==> src/lfgr_pkg.sv <==
// Package: shared widths, direction and command codes for the fade ramp.
`default_nettype none
package lfgr_pkg;

    localparam int unsigned FIELD_TIME_W = 24;   // delta_us and cfg_wr_data (fade length) port width
    localparam int unsigned CMD_W        = 2;
    localparam int unsigned DIR_W        = 2;
    localparam int unsigned FRAC_BITS    = 16;
    localparam int unsigned VOL_W        = FRAC_BITS + 1;

    typedef logic [FIELD_TIME_W-1:0] time_field_t;
    typedef logic [CMD_W-1:0]        cmd_t;
    typedef logic [DIR_W-1:0]        dir_t;
    typedef logic [VOL_W-1:0]        vol_t;

    localparam cmd_t CMD_KEEP = 2'd0;
    localparam cmd_t CMD_IN   = 2'd1;
    localparam cmd_t CMD_OUT  = 2'd2;

    localparam dir_t DIR_HOLD = 2'd0;
    localparam dir_t DIR_IN   = 2'd1;
    localparam dir_t DIR_OUT  = 2'd2;

    localparam vol_t VOL_ONE  = vol_t'(1) << FRAC_BITS;

endpackage
`default_nettype wire

==> src/lfgr_in_if.sv <==
// Interface: input update channel (delta time and fade command).
`default_nettype none
interface lfgr_in_if;
    import lfgr_pkg::*;

    logic        valid;
    logic        ready;
    time_field_t delta_us;
    cmd_t        fade_command;

    modport source (output valid, output delta_us, output fade_command, input ready);
    modport sink   (input valid, input delta_us, input fade_command, output ready);
endinterface
`default_nettype wire

==> src/lfgr_out_if.sv <==
// Interface: result channel (volume, direction, fade-out flag).
`default_nettype none
interface lfgr_out_if;
    import lfgr_pkg::*;

    logic valid;
    logic ready;
    vol_t volume;
    dir_t direction_now;
    logic faded_out;

    modport source (output valid, output volume, output direction_now, output faded_out,
                    input ready);
    modport sink   (input valid, input volume, input direction_now, input faded_out,
                    output ready);
endinterface
`default_nettype wire

==> src/linear_fade_gain_ramp_unit.sv <==
// Top level: linear volume fade ramp with serial volume divider.
`default_nettype none
// Linear fade gain ramp. Each input beat carries the microseconds elapsed since
// the previous update and a fade command (keep, start fade-in, start fade-out;
// code 3 is ignored). The command takes effect first, then the fade position
// moves by the delta in the current direction and is clamped to [0, length].
// The result beat gives volume = (position << 16) / length in unsigned Q1.16
// (65536 is unity), the direction after the update, and a fade-out flag that is
// set whenever a non-bypass update leaves a fade-out at zero. A finished fade-in
// returns the direction to hold. A length of zero bypasses the ramp: volume is
// unity, the position is frozen, but commands still change the direction.
// Timing: one update at a time. The position update happens in the accept
// cycle; the volume comes from a restoring divider that retires one quotient
// bit per cycle. An update passes through loading the divider, the quotient
// bits, capturing the quotient and moving it into the output register, where
// the result beat shows up; the next beat can be taken once that move is done.
// With a zero length the divider is skipped. While the output register still
// holds an unaccepted beat, a finished update waits, and every such stall
// cycle adds to the time before the input is ready again. A finished result
// sits in an output register while the next beat is taken. The length
// register is written through cfg_wr_en / cfg_wr_data and should only change
// while the unit is idle. TIME_BITS sets the width of the position
// arithmetic; delta and length are taken modulo 2^TIME_BITS.
module linear_fade_gain_ramp_unit #(
    parameter int unsigned TIME_BITS = 24
) (
    input  wire logic                  clk,
    input  wire logic                  rst_n,
    input  wire logic                  cfg_wr_en,
    input  wire lfgr_pkg::time_field_t cfg_wr_data,
    lfgr_in_if.sink                    in_ch,
    lfgr_out_if.source                 out_ch
);
    import lfgr_pkg::*;

    localparam logic [1:0] ST_IDLE = 2'd0;
    localparam logic [1:0] ST_DIV  = 2'd1;
    localparam logic [1:0] ST_DONE = 2'd2;

    typedef logic [TIME_BITS-1:0] pos_t;
    typedef logic [TIME_BITS:0]   pos_ext_t;

    logic [1:0]  state_reg, state_next;
    time_field_t len_reg;
    pos_t        pos_reg, pos_next;
    dir_t        dir_reg, dir_next;

    // pending result of the update in flight
    dir_t        res_dir_reg;
    logic        res_flag_reg;
    vol_t        res_vol_reg;

    // output stage
    logic        out_valid_reg, out_valid_next;
    vol_t        out_vol_reg;
    dir_t        out_dir_reg;
    logic        out_flag_reg;

    logic        accept;
    logic        load_out;
    pos_t        len;
    pos_t        delta;
    logic        bypass;
    dir_t        dir_cmd;
    pos_ext_t    moved;
    pos_ext_t    clamped;
    pos_t        new_pos;
    dir_t        dir_final;
    logic        flag;
    logic        div_start;
    logic        div_done;
    vol_t        div_quo;

    assign len    = TIME_BITS'(len_reg);
    assign delta  = TIME_BITS'(in_ch.delta_us);
    assign bypass = (len == '0);
    assign accept = in_ch.valid && (state_reg == ST_IDLE);
    assign in_ch.ready = (state_reg == ST_IDLE);

    // command first, then move and clamp
    always_comb
    begin
        case (in_ch.fade_command)
            CMD_IN:  dir_cmd = DIR_IN;
            CMD_OUT: dir_cmd = DIR_OUT;
            default: dir_cmd = dir_reg;
        endcase

        case (dir_cmd)
            DIR_IN:  moved = {1'b0, pos_reg} + {1'b0, delta};
            DIR_OUT: moved = (pos_reg > delta) ? {1'b0, pos_reg - delta} : '0;
            default: moved = {1'b0, pos_reg};
        endcase

        clamped = (moved > {1'b0, len}) ? {1'b0, len} : moved;
        new_pos = clamped[TIME_BITS-1:0];

        if (bypass)
        begin
            dir_final = dir_cmd;
            flag      = 1'b0;
        end
        else
        begin
            flag = (dir_cmd == DIR_OUT) && (new_pos == '0);
            if ((dir_cmd == DIR_IN) && (new_pos >= len))
                dir_final = DIR_HOLD;
            else
                dir_final = dir_cmd;
        end
    end

    assign div_start = accept && !bypass;

    lfgr_div #(
        .W (TIME_BITS)
    ) u_div (
        .clk      (clk),
        .rst_n    (rst_n),
        .start    (div_start),
        .dividend (new_pos),
        .divisor  (len),
        .done     (div_done),
        .quotient (div_quo)
    );

    assign load_out = (state_reg == ST_DONE) && (!out_valid_reg || out_ch.ready);

    always_comb
    begin
        state_next = state_reg;
        pos_next   = pos_reg;
        dir_next   = dir_reg;

        case (state_reg)
            ST_IDLE:
            begin
                if (accept)
                begin
                    dir_next   = dir_final;
                    pos_next   = bypass ? pos_reg : new_pos;
                    state_next = bypass ? ST_DONE : ST_DIV;
                end
            end
            ST_DIV:
            begin
                if (div_done)
                    state_next = ST_DONE;
            end
            ST_DONE:
            begin
                if (load_out)
                    state_next = ST_IDLE;
            end
            default:
            begin
                state_next = ST_IDLE;
            end
        endcase

        if (load_out)
            out_valid_next = 1'b1;
        else if (out_ch.ready)
            out_valid_next = 1'b0;
        else
            out_valid_next = out_valid_reg;
    end

    always_ff @(posedge clk or negedge rst_n)
    begin
        if (!rst_n)
        begin
            state_reg     <= ST_IDLE;
            len_reg       <= '0;
            pos_reg       <= '0;
            dir_reg       <= DIR_HOLD;
            out_valid_reg <= 1'b0;
        end
        else
        begin
            state_reg     <= state_next;
            pos_reg       <= pos_next;
            dir_reg       <= dir_next;
            out_valid_reg <= out_valid_next;
            if (cfg_wr_en)
                len_reg <= cfg_wr_data;
        end
    end

    always_ff @(posedge clk)
    begin
        if (accept)
        begin
            res_dir_reg  <= dir_final;
            res_flag_reg <= flag;
            res_vol_reg  <= VOL_ONE;   // zero length: unity gain
        end
        else if ((state_reg == ST_DIV) && div_done)
        begin
            res_vol_reg <= div_quo;
        end

        if (load_out)
        begin
            out_vol_reg  <= res_vol_reg;
            out_dir_reg  <= res_dir_reg;
            out_flag_reg <= res_flag_reg;
        end
    end

    assign out_ch.valid         = out_valid_reg;
    assign out_ch.volume        = out_vol_reg;
    assign out_ch.direction_now = out_dir_reg;
    assign out_ch.faded_out     = out_flag_reg;

endmodule
`default_nettype wire

==> src/lfgr_div.sv <==
// Serial restoring divider: (pos << 16) / len, one quotient bit per cycle, pos <= len.
`default_nettype none
module lfgr_div #(
    parameter int unsigned W = 24
) (
    input  wire logic                 clk,
    input  wire logic                 rst_n,
    input  wire logic                 start,
    input  wire logic [W-1:0]         dividend,
    input  wire logic [W-1:0]         divisor,
    output      logic                 done,
    output      lfgr_pkg::vol_t       quotient
);
    import lfgr_pkg::*;

    localparam int unsigned STEPS = VOL_W;
    localparam int unsigned CNT_W = $clog2(STEPS);

    logic [W:0]       rem_reg, rem_next;
    logic [W-1:0]     div_reg;
    vol_t             quo_reg, quo_next;
    logic [CNT_W-1:0] cnt_reg, cnt_next;
    logic             busy_reg, busy_next;
    logic             done_reg, done_next;

    logic             ge;
    logic [W:0]       diff;
    logic [W:0]       rem_after;

    always_comb
    begin
        ge        = rem_reg >= {1'b0, div_reg};
        diff      = rem_reg - {1'b0, div_reg};
        rem_after = ge ? diff : rem_reg;

        rem_next  = rem_reg;
        quo_next  = quo_reg;
        cnt_next  = cnt_reg;
        busy_next = busy_reg;
        done_next = 1'b0;

        if (start)
        begin
            rem_next  = {1'b0, dividend};
            quo_next  = '0;
            cnt_next  = '0;
            busy_next = 1'b1;
        end
        else if (busy_reg)
        begin
            // remainder stays below divisor after the subtract, so the shift fits
            quo_next = {quo_reg[VOL_W-2:0], ge};
            rem_next = {rem_after[W-1:0], 1'b0};
            cnt_next = cnt_reg + CNT_W'(1);
            if (cnt_reg == CNT_W'(STEPS - 1))
            begin
                busy_next = 1'b0;
                done_next = 1'b1;
            end
        end
    end

    always_ff @(posedge clk or negedge rst_n)
    begin
        if (!rst_n)
        begin
            busy_reg <= 1'b0;
            done_reg <= 1'b0;
            cnt_reg  <= '0;
        end
        else
        begin
            busy_reg <= busy_next;
            done_reg <= done_next;
            cnt_reg  <= cnt_next;
        end
    end

    always_ff @(posedge clk)
    begin
        rem_reg <= rem_next;
        quo_reg <= quo_next;
        if (start)
        begin
            div_reg <= divisor;
        end
    end

    assign done     = done_reg;
    assign quotient = quo_reg;

endmodule
`default_nettype wire
==> src/flat_wrapper.sv <==
// flat-port wrapper written by rule: the top's interface ports become plain ports
module linear_fade_gain_ramp_unit_flat import lfgr_pkg::*;
#(
    parameter int unsigned TIME_BITS = 24
)
  (clk, rst_n, cfg_wr_en, cfg_wr_data, in_ch_valid, in_ch_delta_us, in_ch_fade_command, in_ch_ready, out_ch_valid, out_ch_volume, out_ch_direction_now, out_ch_faded_out, out_ch_ready);
  lfgr_in_if in_ch_i ();
  lfgr_out_if out_ch_i ();
  input  wire logic clk;
  input  wire logic rst_n;
  input  wire logic cfg_wr_en;
  input  wire lfgr_pkg::time_field_t cfg_wr_data;
  input wire logic [$bits(in_ch_i.valid)-1:0] in_ch_valid;
  input wire logic [$bits(in_ch_i.delta_us)-1:0] in_ch_delta_us;
  input wire logic [$bits(in_ch_i.fade_command)-1:0] in_ch_fade_command;
  output wire logic [$bits(in_ch_i.ready)-1:0] in_ch_ready;
  output wire logic [$bits(out_ch_i.valid)-1:0] out_ch_valid;
  output wire logic [$bits(out_ch_i.volume)-1:0] out_ch_volume;
  output wire logic [$bits(out_ch_i.direction_now)-1:0] out_ch_direction_now;
  output wire logic [$bits(out_ch_i.faded_out)-1:0] out_ch_faded_out;
  input wire logic [$bits(out_ch_i.ready)-1:0] out_ch_ready;
  assign in_ch_i.valid = in_ch_valid;
  assign in_ch_i.delta_us = in_ch_delta_us;
  assign in_ch_i.fade_command = in_ch_fade_command;
  assign in_ch_ready = in_ch_i.ready;
  assign out_ch_valid = out_ch_i.valid;
  assign out_ch_volume = out_ch_i.volume;
  assign out_ch_direction_now = out_ch_i.direction_now;
  assign out_ch_faded_out = out_ch_i.faded_out;
  assign out_ch_i.ready = out_ch_ready;
  linear_fade_gain_ramp_unit #(.TIME_BITS(TIME_BITS)) u_core (.clk(clk), .rst_n(rst_n), .cfg_wr_en(cfg_wr_en), .cfg_wr_data(cfg_wr_data), .in_ch(in_ch_i), .out_ch(out_ch_i));
endmodule
==> config.mk <==
export PLATFORM = sky130hd
export DESIGN_NAME = linear_fade_gain_ramp_unit_flat
export DESIGN_NICKNAME = d
export VERILOG_FILES = /design/src/lfgr_pkg.sv /design/src/lfgr_in_if.sv /design/src/lfgr_out_if.sv /design/src/linear_fade_gain_ramp_unit.sv /design/src/lfgr_div.sv /design/src/flat_wrapper.sv
export SDC_FILE = /design/constraint.sdc
export NUM_CORES = 1
export LEC_CHECK = 0
export BUFFER_PORTS_ARGS = -buffer_cell sky130_fd_sc_hd__buf_2
export CAP_MARGIN = 40
export CELL_PAD_IN_SITES_DETAIL_PLACEMENT = 1
export CELL_PAD_IN_SITES_GLOBAL_PLACEMENT = 1
export CORE_AREA = 2 2 172 174
export DETAILED_ROUTE_END_ITERATION = 10
export DIE_AREA = 0 0 174 176
export GPL_TIMING_DRIVEN = 0
export PLACE_DENSITY_LB_ADDON = 0.1
export SYNTH_ARGS = -nofsm -noshare
export SYNTH_HDL_FRONTEND = slang
export SYNTH_HIERARCHICAL = 1
export SYNTH_SLANG_ARGS = --single-unit
==> constraint.sdc <==
create_clock -name clk -period 18.4 [get_ports clk]
set_input_delay 1.84 -clock clk [delete_from_list [all_inputs] [get_ports clk]]
set_output_delay 1.84 -clock clk [all_outputs]
set_load 0.005 [all_outputs]
Word level (Yosys, flattened, before mapping)
Index checks and enable logic that the tools add are counted.
{ "word_totals": {"regBits": 166, "out_inout_bits": 22, "elab_cells": 78} }
{ "op_classes": {"addsub": 4, "order_cmp": 4, "eq_ne": 10, "mux": 24, "bitwise": 1, "n_reduce_logical": 17} }
{ "op_table": {"columns": ["cell", "n"], "rows": [
  ["$mux 24", 5],
  ["$pmux 25 s2", 1],
  ["$logic_not 24->1", 2],
  ["$sub 24x24->24", 2],
  ["$add 24x24->25", 1],
  ["$ge 25x24->1", 1],
  ["$gt 25x24->1", 1],
  ["$ge 24x24->1", 1],
  ["$gt 24x24->1", 1],
  ["$mux 2", 6],
  ["$mux 5", 2],
  ["$mux 1", 8],
  ["$eq 2x1->1 const B", 3],
  ["$eq 2x2->1 const B", 3],
  ["$logic_and 1x1->1", 6],
  ["$pmux 2 s3", 1],
  ["$reduce_and 3->1", 2],
  ["$add 5x1->5 const B", 1],
  ["$eq 5x5->1 const B", 1],
  ["$ne 2x1->1 const B", 2],
  ["$pmux 2 s2", 1],
  ["$reduce_bool 2->1", 2],
  ["$logic_not 1->1", 2],
  ["$logic_not 2->1", 1],
  ["4 further kinds", 4]
]} }

Longest topological paths before layout
Gate-level depths: netlist of run 1.
{ "depth": {"depth_word": 10, "ltp_mapped": 35} }

By module
The synthesis of run 1 kept the hierarchy.
{ "by_module_without_submodules": {"columns": ["mod", "n_inst", "cells_each", "area_each_um2"], "rows": [
  ["linear_fade_gain_ramp_unit", 1, 984, 8102.8],
  ["lfgr_div", 1, 447, 4411.7]
]} }

Worst setup path before layout of run 1
Ideal clock, no wire load.
{ "synth_path": {"kind": "input -> register", "startpoint": "input port in_ch_delta_us[17]", "endpoint": "register u_core.dir_reg[0]", "setup_ps": 64, "t_arrival_ps": 8386, "required_time_ps": 18336, "path_slack_ps": 9950, "cell_stages": 34, "n_path_buf": 3, "path_cell_list": "inv_1 ha_1 buf_1 or2_2 a21oi_1 nor2b_1 o31a_1 a31oi_1 a21oi_1 or4b_2 o311ai_0 a21oi_1 a21oi_1 ha_1 nor2b_1 a2111oi_0 a41oi_1 nor3_1 clkbuf_1 clkbuf_1 nand2_1 o21ai_0 ha_1 a21o_1 a21o_1 a21o_1 a21o_1 a21o_1 a21o_1 a21oi_1 o21ai_0 a41o_1 a21oi_1 mux2_2"} }
{ "synth_between": {"elab_chain_cells": 9, "word_cells_on_any_way": 11, "classes_between": "2 x add/sub; 3 x order compare; 5 x mux; 1 x reduce/logical"} }
{ "synth_lines": {"columns": ["item", "line_no", "rtl"], "rows": [
  ["start, declared", "flat_wrapper.sv:14", "input wire logic [$bits(in_ch_i.delta_us)-1:0] in_ch_delta_us;"],
  ["$sub 24x24->24 or $gt 24x24->1 (tied branches)", "linear_fade_gain_ramp_unit.sv:91", "DIR_OUT: moved = (pos_reg > delta) ? {1'b0, pos_reg - delta} : '0;"],
  ["$mux 24", "linear_fade_gain_ramp_unit.sv:91", null],
  ["$pmux 25 s2 (*)", "linear_fade_gain_ramp_unit.sv:89", "case (dir_cmd)"],
  ["$gt 25x24->1", "linear_fade_gain_ramp_unit.sv:95", "clamped = (moved > {1'b0, len}) ? {1'b0, len} : moved;"],
  ["$mux 24 (*)", "linear_fade_gain_ramp_unit.sv:95", null],
  ["named net u_core.clamped[9]", "linear_fade_gain_ramp_unit.sv:66", "pos_ext_t clamped;"],
  ["$ge 24x24->1 (*)", "linear_fade_gain_ramp_unit.sv:106", "if ((dir_cmd == DIR_IN) && (new_pos >= len))"],
  ["$logic_and 1x1->1 (*)", "linear_fade_gain_ramp_unit.sv:106", null],
  ["$mux 2 (*)", "linear_fade_gain_ramp_unit.sv:106", null],
  ["$mux 2 (*)", "linear_fade_gain_ramp_unit.sv:98", "if (bypass)"],
  ["named net u_core.dir_final[0]", "linear_fade_gain_ramp_unit.sv:68", "dir_t dir_final;"],
  ["end signal, assigned", "linear_fade_gain_ramp_unit.sv:183", "dir_reg <= dir_next;"],
  ["end, declared", "linear_fade_gain_ramp_unit.sv:46", "dir_t dir_reg, dir_next;"]
]} }
Mark *: on every way through the listed nets, which the timed path passes. The rest lies on a longest branch.
A chain may end at the register's enable or synchronous reset.

Final worst setup path of run 1
{ "layout_path": {"startpoint": "input port in_ch_delta_us[4]", "endpoint": "register u_core.dir_reg[0]"} }
The elaborated chain is that of the path after synthesis.

==> flow_summary.yaml, run 1 <==
run_status:
  status: "complete, no violations"
timing:
  final_hold_viol_count: 0
  hold_ws_ps: 423
  fmax_mhz: 91.5
  slew_headroom_pct: 37.3
  tightestPinTransition_ps: 929
  skew_ps: 9.75
  post-route-min-period_ps: 10930
  post-route-period-util_pct: 59.4
  rsz0062_at_grt: "false"
  setup-tns-final_ps: 0
  maxSlewViolCount: 0
  setup_viol: 0
cts:
  numCtsBuffers: 17
  cts.path.max_buffers: 2
  clk_pin_slew_ps: 70
  holdBufCountCts: 0
  cts_root_buf: "clkbuf_16"
  cts_resized: 0
  cts_tree: "built"
  clk_latency_ps: 440
  clock_sinks: 166
  cts_setup_buffers: 0
  htree_levels: 4
floorplanning:
  start_util_pct: 43.8
  pin_count: 77
  die_h_microns: 176
  die-area_sq_um: 30600
  coreArea_sq_um: 28500
  rows: 62
  fp.dieW_microns: 174
global_routing:
  grt_start_max_net_pins: 32
  antenna_found_initial: 0
  overflow: 0
  grt_pass1_vias: 11800
  grt_use_total_pct: 26.9
  grt_pass1_wl_microns: 64800
synthesis:
  synthesis.area_sq_um: 12500
  ys_seq_area_share_pct: 34.6
  yosys-top-cells-area: "edfxtp_1 17%, ha_1 13%, dfrtp_1 12%"
  synth_top_area_cell: "edfxtp_1"
  synth.avg_cell_area_sq_um: 8.75
  synth_cell_types: 92
  syn_nets: 1615
  postSynthCellCount: 1431
  yosysTopAreaCellShare_pct: 17.0
  ys_ff_latch: 166
  synth_warnings: 6
  synth_edf_count: 71
  synthArstFlopShare_pct: 36.1
  synthFlopType: "edfxtp_1"
worst_setup_path:
  slowest_stage: "a21oi_1"
  cp_max_fo: 10
  required_ps: 18780
  critPathLaunchType: "input port"
  max_stage_delay_ps: 740
  worst-setup-path-type: "in -> reg"
  cp_common_cell: "a21oi_1"
  end_kind: "flop"
  arrival_ps: 11310
drt:
  drt_pass1_iterations: 5
  drc_errors: 0
  final_antenna_net_count: 0
  drt_iter0_drc: 711
  wire_per_inst_microns: 21.0
  vias_per_cell: 5.83
  num_vias: 11200
  wirelength_microns: 40500
worst_hold_path:
  hold_class: "reg -> reg"
cells_and_area:
  layout-drive-gt1-share_pct: 11.5
  layout_commonest_cell: "nand2_1"
  final_nets: 1713
  regArea_sq_um: 4330
  fill_cells: 3497
  largest_reg_flops: 25
  diodes: 0
  fin_cells: 1926
  layout_common_cells: "154 x nand2_1, 126 x ha_1, 119 x inv_1"
  finish.instance_area_sq_um: 14000
  multiInputGateArea_sq_um: 7440
  syn2layout_area_growth_pct: 12.1
placed_design:
  hpwl_microns: 32800
  dp.cells: 1894
  gp_congestion: 0.955
  port_buffers: 75
  dpl_cell_area_sq_um: 13400
job:
  cap_violations: 0
power_and_ir_drop:
  finalPower_w: 0.00265
  p_leak_nw: 6.23
  p_per_area_nw_per_um2: 189
  ir_drop_mv: 0.0652
==> cells by family (layout without fill, tap and decap cells) <==
kind of cell / count (synthesis) / count (layout) / synth area share [%]
XOR/XNOR: 38 / 38 / 2.66
multiplexers: 47 / 47 / 4.01
AO/OA/AOI/OAI: 428 / 428 / 22.6
AND/OR/NAND/NOR: 437 / 437 / 17.0
buffers and inverters: 186 / 297 / 5.95
flip-flops: 166 / 166 / 34.6
adder cells (fa/ha/maj): 129 / 129 / 13.1
==> cell type report <==
type                    count  share of cell area, %
inverters                 120                   3.21
plain buffers              66                   2.11
clock buffers              19                   3.24
clock inverters            13                  0.963
well taps                 384                   3.43
flip-flops and latches    166                   30.9
repair buffers             79                   3.12
multi-input cells        1079                   53.0
==> through the flow <==
step	utilization [%]	setup slack [ps]
floorplan	-	9950
global placement	46.8	7060
detailed placement	47.1	7050
CTS	49.1	7510
global route	49.1	6910
finish	49.1	7470
==> layer usage <==
layer	vias up	wire length, microns	global-route usage (%)
met5	-	0	0
met4	0	896	8.37
met3	49	940	2.33
met2	199	20100	47.9
met1	5576	18600	34.8
li1	5409	-	-
==> synthesized netlist by cell type, types with 6 or more instances <==
cell type,number
a221o_1,6
buf_2,6
mux2_2,25
ha_1,126
a211oi_1,16
and2_1,6
buf_1,6
o31ai_1,10
a21oi_1,111
nand3_1,34
mux2i_1,22
or2_2,6
edfxtp_1,71
xnor2_1,28
inv_1,119
o221ai_1,7
nand4_1,21
or3_1,11
o21a_1,8
nor2b_1,20
o21ai_0,86
a221oi_1,6
nand2b_1,24
nor4_1,11
nand2_1,154
xor2_1,10
a2bb2oi_1,6
nand3b_1,7
a21o_1,26
a31oi_1,34
dfrtp_1,60
dfxtp_1,35
nor2_1,98
o211ai_1,10
clkbuf_1,48
o21ai_1,17
nor3_1,13
==> final timing paths <==
check	cells past startpoint	start	slack [ps]	endpoint
min in group asynchronous	1	rst_n	1460	u_core/pos_reg[1]
min reg2reg	0	u_core/res_dir_reg[1]	420	u_core/out_ch.direction_now[1]
max reg2reg	33	u_core/pos_reg[4]	8550	u_core/dir_reg[0]
min	0	u_core/res_dir_reg[1]	420	u_core/out_ch.direction_now[1]
max in group asynchronous	2	rst_n	16310	u_core/u_div/cnt_reg[2]
max	35	in_ch_delta_us[4]	7470	u_core/dir_reg[0]
==> critical path, delay by kind of cell <==
kind            cells  cell delay, ps
simple gates        4             940
buf+inv             5            1330
mux                 1             190
fa+ha+maj           3             930
compound gates     22            6090
==> where the power goes <==
part	internal, W	switching, W	total, W
Combinational	0.000634	0.00103	0.00166
Clock	0.000199	0.000161	0.000359
Sequential	0.000525	0.0000980	0.000623
Total	0.00136	0.00129	0.00265
Note: power is estimated with default switching activity, not from simulation.
==> inputs of run 2 (changes only) <==
CORE_AREA = 2 2 174 176   (was 2 2 172 174)
DIE_AREA = 0 0 176 178   (was 0 0 174 176)
clock period = 10 ns   (was 18.4 ns; I/O delays follow)
==> flow_summary.yaml, run 2 (synthesized netlist as in run 1, its figures left out) <==
cells_and_area:
  syn2layout_area_growth_pct: 12.4
  layout-drive-gt1-share_pct: 11.8
  fill_cells: 3526
  layout_common_cells: "154 x nand2_1, 126 x ha_1, 119 x inv_1"
  utilization_pct: 47.8
  final_nets: 1713
  finish.instance_area_sq_um: 14100
  largest_reg_flops: 25
  regArea_sq_um: 4330
  layout_commonest_cell: "nand2_1"
  multiInputGateArea_sq_um: 7450
drt:
  num_vias: 11200
  vias_per_cell: 5.81
  drt_iter0_drc: 652
  drt_pass1_iterations: 5
  wirelength_microns: 40700
  final_antenna_net_count: 0
  wire_per_inst_microns: 21.0
  drc_errors: 0
floorplanning:
  die-area_sq_um: 31300
  fp.dieW_microns: 176
  start_util_pct: 42.6
  coreArea_sq_um: 29400
  die_h_microns: 178
  rows: 63
  pin_count: 77
cts:
  cts_resized: 1
  htree_levels: 4
  cts_tree: "built"
  cts.path.max_buffers: 2
  holdBufCountCts: 0
  clk_pin_slew_ps: 70
  clk_latency_ps: 440
  cts_setup_buffers: 0
  numCtsBuffers: 17
  cts_root_buf: "clkbuf_16"
  clock_sinks: 166
power_and_ir_drop:
  p_seq_share_pct: 23.5
  p_leak_nw: 6.24
  share_comb_of_total_power_pct: 62.8
  power.switching_w: 0.00238
  netSwitchingFraction_pct: 48.6
  ir_drop_mv: 0.131
  p_per_area_nw_per_um2: 348
  intPower_w: 0.00252
  finalPower_w: 0.00489
  p_clk_share_pct: 13.7
worst_setup_path:
  required_ps: 10390
  critPathLaunchType: "input port"
  max_stage_delay_ps: 600
  worst-setup-path-type: "in -> reg"
  end_kind: "flop"
  slowest_stage: "a2111oi_0"
  cp_common_cell: "a21o_1"
  cp_max_fo: 10
  arrival_ps: 9780
timing:
  post-route-min-period_ps: 9400
  post-route-period-util_pct: 94.0
  rsz0062_at_grt: "false"
  layout_setup_ws_ps: 603
  slew_headroom_pct: 39.7
  fmax_mhz: 106
  hold_ws_ps: 424
  maxSlewViolCount: 0
  final_hold_viol_count: 0
  setup_viol: 0
  skew_ps: 12.1
  tightestPinTransition_ps: 892
placed_design:
  hpwl_microns: 32800
  port_buffers: 75
  gp_congestion: 0.943
  dpl_cell_area_sq_um: 13400
  post-place-ws_ps: -439
worst_hold_path:
  hold_class: "reg -> reg"
global_routing:
  overflow: 0
  grt_pass1_vias: 11700
  grt_use_total_pct: 26.5
  grt_start_max_net_pins: 32
  grt_pass1_wl_microns: 64400
  antenna_found_initial: 1
job:
  cap_violations: 0
run_status:
  status: "complete, no violations"
-- run 2: power by group through the flow --
stage	logic, W	clock network [W]	registers (W)
floorplan	0.00217	0	0.00108
global placement	0.00291	0	0.00114
detailed placement	0.00301	0	0.00115
CTS	0.00304	0.000685	0.00115
global route	0.00340	0.000712	0.00117
finish	0.00307	0.000673	0.00115
-- run 2: worst paths after layout --
kind                            depth (start not counted)                              to                   from  slack, ps
worst min-delay path                                    0  u_core/out_ch.direction_now[1]  u_core/res_dir_reg[1]        420
worst max-delay path                                   34               u_core/dir_reg[1]      in_ch_delta_us[0]        600
worst min register to register                          0  u_core/out_ch.direction_now[1]  u_core/res_dir_reg[1]        420
worst max register to register                         34               u_core/dir_reg[1]      u_core/pos_reg[0]        790
min in group asynchronous                               1               u_core/pos_reg[1]                  rst_n        610
max in group asynchronous                               2         u_core/u_div/cnt_reg[1]                  rst_n       8760
-- run 2: worst max-delay path, delay by kind of cell --
family	cells	cell delay, ps
fa+ha+maj	4	1280
buf+inv	4	1130
mux	1	180
simple gates	4	910
compound gates	21	5260
-- run 2: final cells by class --
cell class                 count  area share [%]
antenna                        1          0.0178
buffer                        66            2.12
clock buffer                  19            3.08
clock inverter                13            1.18
inverter                     120            3.20
multi-input combinational   1079            53.0
sequential                   166            30.8
tap                          390            3.47
timing repair buffer          79            3.11
-- run 2: per-stage QoR --
| stage | TNS [ps] | instances |
|---|---|---|
| finish | 0 | 1933 |
| global route | 0 | 1933 |
| CTS | 0 | 1932 |
| detailed placement | -1610 | 1900 |
| global placement | -1850 | 1896 |
| floorplan | 0 | 1431 |
-- run 2: per-layer routing --
metal	routed length, microns	global-route usage (%)	vias to the layer above
li1	-	-	5405
met1	18200	33.5	5530
met4	1460	11.6	0
met2	19900	46.5	216
met3	1050	2.37	74
met5	0	0	-
==> inputs of run 3 (changes only) <==
CORE_AREA = 2 2 172 174   (was 2 2 174 176)
DIE_AREA = 0 0 174 176   (was 0 0 176 178)
REMOVE_ABC_BUFFERS = 1   (was unset)
SETUP_SLACK_MARGIN = 0.02   (was unset)
clock period = 11.6 ns   (was 10 ns; I/O delays follow)
==> flow_summary.yaml, run 3 (synthesized netlist as in run 1, its figures left out) <==
cells_and_area:
  multiInputGateArea_sq_um: 7460
  layout_commonest_cell: "nand2_1"
  final_nets: 1660
  utilization_pct: 48.9
  layout_common_cells: "154 x nand2_1, 126 x ha_1, 118 x inv_1"
  largest_reg_flops: 25
  regArea_sq_um: 4330
  syn2layout_area_growth_pct: 11.4
  diodes: 0
  layout-drive-gt1-share_pct: 12.2
  fill_cells: 3446
drt:
  wire_per_inst_microns: 20.1
  top_layer_used: "met4"
  drt_pass1_iterations: 6
  drc_errors: 0
  dr_wl_met3_microns: 1190
  vias_per_cell: 5.84
  final_antenna_net_count: 0
  route.met2.wl_microns: 17700
  drt-met1-wl_microns: 18200
  wirelength_microns: 37700
  num_vias: 10900
  drt_iter0_drc: 750
worst_setup_path:
  critPathLaunchType: "input port"
  cp_common_cell: "a21oi_1"
  required_ps: 11980
  r2r-start: "u_core/pos_reg[3]"
  max_stage_delay_ps: 640
  cp_max_fo: 19
  arrival_ps: 9960
  end_kind: "flop"
  worst-setup-path-type: "in -> reg"
  slowest_stage: "a21oi_1"
  r2r.worst_path.cells: 31
  r2r_setup_slack_ps: 2400
  r2r-end: "u_core/dir_reg[0]"
power_and_ir_drop:
  p_leak_nw: 6.21
  ir_drop_mv: 0.125
  p_per_area_nw_per_um2: 298
timing:
  slew_headroom_pct: 45.2
  rsz0062_at_grt: "false"
  post-route-period-util_pct: 82.6
  layout_setup_ws_ps: 2020
  fmax_mhz: 104
  final_hold_viol_count: 0
  maxSlewViolCount: 0
  post-route-min-period_ps: 9580
  tightestPinTransition_ps: 814
  skew_ps: 13.5
  setup_viol: 0
cts:
  htree_levels: 4
  cts_tree: "built"
  holdBufCountCts: 0
  cts_setup_buffers: 0
  clock_sinks: 166
  clk_latency_ps: 440
  cts_root_buf: "clkbuf_16"
  clk_pin_slew_ps: 80
  numCtsBuffers: 17
  cts.path.max_buffers: 2
  cts_resized: 0
global_routing:
  grt_pass1_wl_microns: 61200
  overflow: 0
  grt_use_total_pct: 25.0
  antenna_found_initial: 0
  grt_start_max_net_pins: 62
  grt_pass1_vias: 11400
placed_design:
  hpwl_microns: 29200
  port_buffers: 76
  post-place-ws_ps: 1630
  gp_congestion: 0.890
floorplanning:
  coreArea_sq_um: 28500
  rows: 62
  pin_count: 77
  fp.dieW_microns: 174
  die_h_microns: 176
  die-area_sq_um: 30600
  start_util_pct: 43.8
run_status:
  status: "complete, no violations"
worst_hold_path:
  hold_depth: 0
  hold_end: "u_core/out_ch.direction_now[1]"
  hold_class: "reg -> reg"
  hp-start: "u_core/res_dir_reg[1]"
job:
  cap_violations: 0
run 3: worst max-delay path, delay by kind of cell:
kind	cells	cell delay (ps)
fa+ha+maj	3	1020
mux	2	580
compound gates	20	5520
simple gates	4	970
buf+inv	4	690
run 3: power breakdown:
group          internal (W)  switching [W]  total [W]
registers          0.000833       0.000157   0.000990
logic               0.00103        0.00157    0.00260
clock network      0.000311       0.000261   0.000573
total               0.00217        0.00199    0.00416
run 3: area by class of cell:
type,count,area share [%]
inverter,120,3.25
clock buffer,20,3.44
timing repair buffer,92,4.46
sequential,166,31.1
clock inverter,12,0.861
tap,384,3.44
multi-input combinational,1079,53.5
run 3: stage by stage:
step | cell area [sq um] | instances | power, W | hold slack [ps] | setup TNS (ps)
detailed placement | 13300 | 1841 | 0.00354 | 407 | 0
finish | 13900 | 1873 | 0.00416 | 432 | 0
CTS | 13900 | 1873 | 0.00415 | 425 | 0
global route | 13900 | 1873 | 0.00450 | 433 | 0
floorplan | 12200 | 1365 | 0.00277 | 400 | 0
global placement | 13100 | 1825 | 0.00342 | 403 | -3720
run 3: worst max path at each step:
stage	from	to	slack [ps]
after floorplan	in_ch_fade_command[0]	u_core/dir_reg[0]	2280
after global placement	in_ch_fade_command[0]	u_core/dir_reg[0]	-970
after detailed placement	in_ch_delta_us[3]	u_core/dir_reg[0]	1630
after CTS	in_ch_delta_us[3]	u_core/dir_reg[0]	2060
after global routing	in_ch_delta_us[3]	u_core/dir_reg[0]	1430
final	in_ch_delta_us[3]	u_core/dir_reg[0]	2020
run 3: layer usage:
layer	global-route usage, %	vias to the layer above
met2	42.0	222
met4	6.48	0
met3	2.69	39
met1	34.6	5372
li1	-	5301
met5	0	-
